## src/hdl/kcvt_pkg.sv

```systemverilog
package kcvt_pkg;

   localparam int FRAC_BITS_DEF = 16;
   localparam logic [31:0] Q_POS_RST  = 32'd3277;
   localparam logic [31:0] Q_VEL_RST  = 32'd328;
   localparam logic [31:0] R_MEAS_RST = 32'd131072;

   localparam logic [1:0] REG_Q_POS  = 2'd0;
   localparam logic [1:0] REG_Q_VEL  = 2'd1;
   localparam logic [1:0] REG_R_MEAS = 2'd2;

   localparam logic [63:0] GAP_LIMIT_US   = 64'd500000;
   localparam logic [63:0] GAP_DEFAULT_US = 64'd1000;
   localparam logic [19:0] US_PER_SEC     = 20'd1000000;

   // shared unit operations
   localparam logic [2:0] OP_MUL = 3'd0;
   localparam logic [2:0] OP_ADD = 3'd1;
   localparam logic [2:0] OP_SUB = 3'd2;

   // saturate a 64-bit signed value to 32 bits
   function automatic logic signed [31:0] sat32(input logic signed [63:0] x);
      logic signed [31:0] r;
      if (x > 64'sd2147483647) r = 32'sh7fffffff;
      else if (x < -64'sd2147483648) r = 32'sh80000000;
      else r = x[31:0];
      return r;
   endfunction

endpackage

```

## src/hdl/kcvt_div.sv

```systemverilog
// Restoring divider: sat32((a << FRAC_BITS) / b), truncated toward zero,
// one quotient bit per cycle, zero divisor gives zero.
module kcvt_div #(
   parameter int FRAC_BITS = kcvt_pkg::FRAC_BITS_DEF
) (
   input  logic               clock,
   input  logic               reset,
   input  logic               start,
   input  logic signed [31:0] a,
   input  logic signed [31:0] b,
   output logic               done,
   output logic signed [31:0] q
);

   localparam int NW = 32 + FRAC_BITS;
   localparam int CW = $clog2(NW + 1);

   logic [NW-1:0] num_ff, num_in;
   logic [31:0]   den_ff, den_in;
   logic [32:0]   rem_ff, rem_in;
   logic [NW-1:0] quo_ff, quo_in;
   logic [CW-1:0] cnt_ff, cnt_in;
   logic          busy_ff, busy_in;
   logic          neg_ff, neg_in;
   logic          zero_ff, zero_in;
   logic          done_ff, done_in;
   logic [33:0]   trial;
   logic [32:0]   shifted;
   logic signed [63:0] sq;

   always_comb begin
      num_in  = num_ff;
      den_in  = den_ff;
      rem_in  = rem_ff;
      quo_in  = quo_ff;
      cnt_in  = cnt_ff;
      busy_in = busy_ff;
      neg_in  = neg_ff;
      zero_in = zero_ff;
      done_in = 1'b0;
      shifted = {rem_ff[31:0], num_ff[NW-1]};
      trial   = {1'b0, shifted} - {2'b00, den_ff};
      // load magnitudes
      if (start) begin
         num_in  = NW'(a[31] ? 33'(-34'(a)) : 33'(a)) << FRAC_BITS;
         den_in  = b[31] ? 32'(-33'(b)) : 32'(b);
         rem_in  = '0;
         quo_in  = '0;
         cnt_in  = CW'(NW);
         busy_in = 1'b1;
         neg_in  = a[31] ^ b[31];
         zero_in = (b == 32'sd0);
      end else if (busy_ff) begin
         // one quotient bit
         num_in = num_ff << 1;
         if (!trial[33]) begin
            rem_in = trial[32:0];
            quo_in = {quo_ff[NW-2:0], 1'b1};
         end else begin
            rem_in = shifted;
            quo_in = {quo_ff[NW-2:0], 1'b0};
         end
         cnt_in = cnt_ff - 1'b1;
         if (cnt_ff == CW'(1)) begin
            busy_in = 1'b0;
            done_in = 1'b1;
         end
      end
   end

   always_ff @(posedge clock) begin
      if (reset) begin
         busy_ff <= 1'b0;
         done_ff <= 1'b0;
      end else begin
         busy_ff <= busy_in;
         done_ff <= done_in;
      end
      num_ff  <= num_in;
      den_ff  <= den_in;
      rem_ff  <= rem_in;
      quo_ff  <= quo_in;
      cnt_ff  <= cnt_in;
      neg_ff  <= neg_in;
      zero_ff <= zero_in;
   end

   always_comb begin
      sq = neg_ff ? -64'(quo_ff) : 64'(quo_ff);
      q  = zero_ff ? 32'sd0 : kcvt_pkg::sat32(sq);
   end

   assign done = done_ff;

endmodule

```

## config.mk

```make
export PLATFORM = sky130hd
export DESIGN_NAME = kcvt_div
export DESIGN_NICKNAME = d
export VERILOG_FILES = /design/src/hdl/kcvt_pkg.sv /design/src/hdl/kcvt_div.sv
export SDC_FILE = /design/constraint.sdc
export NUM_CORES = 1
export LEC_CHECK = 0
export BUFFER_PORTS_ARGS = -buffer_cell sky130_fd_sc_hd__clkbuf_2
export CAP_MARGIN = 10
export CORE_UTILIZATION = 61
export CTS_CLUSTER_DIAMETER = 200
export DETAILED_ROUTE_END_ITERATION = 7
export GPL_ROUTABILITY_DRIVEN = 0
export GPL_TIMING_DRIVEN = 0
export PLACE_DENSITY = 0.84
export SYNTH_ARGS = -nofsm -noshare
export SYNTH_HDL_FRONTEND = slang
export SYNTH_SLANG_ARGS = --single-unit
```

## constraint.sdc

```tcl
create_clock -name clock -period 5.3 [get_ports clock]
set_input_delay 1.325 -clock clock [delete_from_list [all_inputs] [get_ports clock]]
set_output_delay 1.325 -clock clock [all_outputs]
set_load 0.02 [all_outputs]
```

==> reports/metrics.cfg <==
[status]
outcome = finished with violations
violations = negative setup slack

[placed_design]
number_of_buffers_added_on_ports = 99
placed_cells = 1609
dp_hpwl_um = 21300
pre_cts_slack_ns = -0.0416

[cts]
cts.sinks = 154
cts.hold.buffers_added = 0
cts.path.max_buffers = 2
tritoncts.num_buffers = 17
cts-root-buf = sky130_fd_sc_hd__clkbuf_16
clk_pin_slew_ns = 0.06
cts_tree = done
cts.htree.levels = 4
clock_insertion_delay_worst_skew_ns = 0.44

[synth]
number_of_synthesis_warnings = 0
synth-adder-area-share_pct = 4.40
post_synthesis_net_count = 1390
synth_register_bits = 154
synth_compound_area_share_pct = 18.8
ys_async_sr_fraction_pct = 0
ranking_of_synthesized_cells_by_area = sky130_fd_sc_hd__edfxtp_1 (18%), sky130_fd_sc_hd__dfxtp_1 (16%), sky130_fd_sc_hd__mux2i_1 (5.9%), sky130_fd_sc_hd__xor2_1 (5.8%), sky130_fd_sc_hd__nor2_1 (4.8%)
synth.avg_cell_area_um2 = 8.55
postSynth.topFlopCell = sky130_fd_sc_hd__dfxtp_1
post-synth-top-area-fraction_pct = 18.0
synth_area_leader_cell = sky130_fd_sc_hd__edfxtp_1
netlist_instances = 1285
synth_top_family_by_area = simple AND/OR/NAND/NOR gates
seq_area_frac_synth_pct = 34.1
synth.area.mux_share_pct = 6.03
netlist-cell-type-count = 73
synth_enable_flop_cells = 66
post_synth_and_or_nand_nor_area_fraction_pct = 21.8
post_synth_xor_xnor_area_pct = 10.1
area_of_the_mapped_netlist_um2 = 11000

[worst_setup_path]
worstRegToRegCells = 11
timing.setup.critical_path_class = flip-flop to output port
max_stage_delay_ns = 0.57
worstReg2RegStart = num_ff[47]
timing.critical_path.cells = or4_4 > or4_4 > buf_6 > buf_12 > o41ai_2 > xor2_1 > and2_1 > buf_4 > clkbuf_4 > nand4_1 > o21ai_2 > a21oi_4 > clkbuf_8
r2r_end = rem_ff[26]
critical_path.startpoint_type = flip-flop
critPathSlowestCell = sky130_fd_sc_hd__or4_4
timing.critical_path.mode_cell = sky130_fd_sc_hd__or4_4
worst-path-max-fanout = 10
end_kind = output port
critPathRequiredTime_ns = 3.97
worst_ep_arrival_time_ns = 4.11
rrSetupSlack_ns = 1.42

[sta]
report.final.setup_viol = 31
timing.slew.headroom_pct = 29.4
setup_clock_skew_after_layout_ns = 0.00926
drv_slew = 0
fin_worst_hold_slack_ns = 0.481
fmax_mhz = 184
finalWorstSetupSlack_ns = -0.135
worst-slew-pin-transition_ns = 1.03
min_period_over_period_pct = 103
setup_repair_after_global_routing_missed_its_margin = true
hold_viol_final = 0
final.min_clock_period_ns = 5.44

[layout]
most_frequent_cells_in_the_layout = sky130_fd_sc_hd__nor2_1 (140), sky130_fd_sc_hd__nand2_1 (109), sky130_fd_sc_hd__clkbuf_2 (79), sky130_fd_sc_hd__dfxtp_1 (79), sky130_fd_sc_hd__xor2_1 (73)
syn_to_final_growth_pct = 18.5
final_layout_size_suffix_gt1_share_pct = 18.2
stdcell_count = 1661
final_common_cell = sky130_fd_sc_hd__nor2_1
final_util_pct = 74.7
filler_cell_count = 1195
final_net_count = 1527

[die]
start_util_pct = 63.1
fp.dieArea_um2 = 18500
die_height_um = 136
std_cell_rows = 48
area_of_the_core_region_um2 = 17400
die_width_um = 136
top_level_ports = 100

[power]
cell_internal_pwr_w = 0.00222
power.ir.vdd_worst_mv = 0.250
power.share.combinational_pct = 19.6
power.share.switching_pct = 29.5
power_density_nw_per_um2 = 242
clkPwrFrac_pct = 37.1
net_switching_power_w = 0.000929
p_leak_nw = 5.35
p_seq_share_pct = 43.4
report.power.total_w = 0.00315

[grt]
grt_pass1_wl_um = 49000
grt.overflow.total = 0
first_global_vias = 10100
pin_count_of_the_biggest_net_entering_global_routing = 36
grt_antenna_before_repair = 1
grt_use_total_pct = 33.6

[route]
dr_total_vias = 11100
detail-route-antenna-nets = 0
initialDrtViolationCount = 1336
drt-vias-per-instance = 6.66
drt_drc_violations_left = 0
drt_pre_antenna_iters = 6
drt-total-wl_um = 32700
wire_per_inst_um = 19.7

[worst_hold_path]
worstHoldPathCells = 2
worst_hold_path_type = flip-flop to flip-flop
min_delay_worst_endpoint = rem_ff[31]
worst_hold_startpoint = rem_ff[31]

[run]
max-cap-violations = 0

[power by group through the flow]
stage          clock, W  sequential (W)  combinational (W)
2_1_floorplan         0         0.00137           0.000423
3_3_place_gp          0         0.00138           0.000565
3_5_place_dp          0         0.00139           0.000582
4_1_cts         0.00116         0.00136           0.000594
5_1_grt         0.00122         0.00137           0.000673
6_report        0.00117         0.00137           0.000616
[layout make-up]
type                            instances  area (um2)  share of cell area [%]
Timing Repair Buffer                  127         860                    6.60
Inverter                               51         191                    1.47
Antenna cell                            1        2.50                  0.0192
Multi-Input combinational cell       1003        7040                    54.1
Sequential cell                       154        3760                    28.9
Tap cell                              225         282                    2.16
Clock inverter                         11         100                   0.769
Buffer                                 68         334                    2.57
Clock buffer                           21         450                    3.46
[repair_timing]
item                                    4_1_cts  5_1_grt
endpoints found under the setup margin       31       31
setup buffers                                11       14
cloned                                        2        0
gates resized for setup                      82       62
pin swaps                                    15       14
[flip-flops by register name, summed over array words and instances (netlist names)]
| register | flops |
|---|---|
| busy_ff | 1 |
| cnt_ff | 6 |
| den_ff | 32 |
| done | 1 |
| neg_ff | 1 |
| num_ff | 32 |
| quo_ff | 48 |
| rem_ff | 32 |
| zero_ff | 1 |
[how the worst max path moves through the flow]
stage	endpoint	slack (ns)	start	cells after the start
detailed placement	q[12]	-0.04	quo_ff[10]	10
CTS	q[24]	-0.01	quo_ff[9]	13
global placement	q[12]	0.004	quo_ff[7]	11
finish	q[28]	-0.14	quo_ff[9]	13
floorplan	q[11]	0.43	quo_ff[6]	10
global route	q[6]	-0.27	quo_ff[9]	13
[Yosys cell counts, types with 21 or more instances]
cell / n
sky130_fd_sc_hd__a21oi_1: 85
sky130_fd_sc_hd__clkbuf_1: 52
sky130_fd_sc_hd__dfxtp_1: 88
sky130_fd_sc_hd__edfxtp_1: 66
sky130_fd_sc_hd__ha_1: 37
sky130_fd_sc_hd__inv_1: 51
sky130_fd_sc_hd__mux2i_1: 65
sky130_fd_sc_hd__nand2_1: 109
sky130_fd_sc_hd__nand4_1: 32
sky130_fd_sc_hd__nor2_1: 141
sky130_fd_sc_hd__nor3_1: 23
sky130_fd_sc_hd__o21ai_0: 68
sky130_fd_sc_hd__o31ai_1: 32
sky130_fd_sc_hd__or4_1: 21
sky130_fd_sc_hd__xnor2_1: 54
sky130_fd_sc_hd__xor2_1: 73
[cell families (layout without fill, tap and decap cells)]
family,count (synthesis),count (layout)
adders and majority gates,38,38
xor gates and xnor gates,127,127
other,0,1
AOI/OAI and AO/OA,312,312
buffers and inverters,128,278
DFF,154,154
muxes,66,66
and+or+nand+nor,460,460
[critical path, delay by kind of cell (launching register included)]
kind	cells	cell delay, ns
compound gates	3	0.65
xor+xnor	1	0.31
buf+inv	5	0.89
flops	1	0.35
simple gates	4	1.47
[per-layer routing]
| layer | up-vias | share of wire (%) | global-route usage [%] |
|---|---|---|---|
| met3 | 179 | 9.9 | 7.20 |
| met4 | 0 | 4.8 | 15.1 |
| met2 | 708 | 45 | 53.1 |
| met1 | 5192 | 40 | 43.8 |
| met5 | - | 0 | 0 |
| li1 | 4987 | - | - |
[through the flow]
step / TNS (ns) / cell area (um2)
after CTS: -0.0187 / 12700
after global routing: -6.80 / 13000
after detailed placement: -0.0445 / 11800
final: -2.05 / 13000
after global placement: 0 / 11800
after floorplan: 0 / 11000
Note: power is estimated with default switching activity, not from simulation.
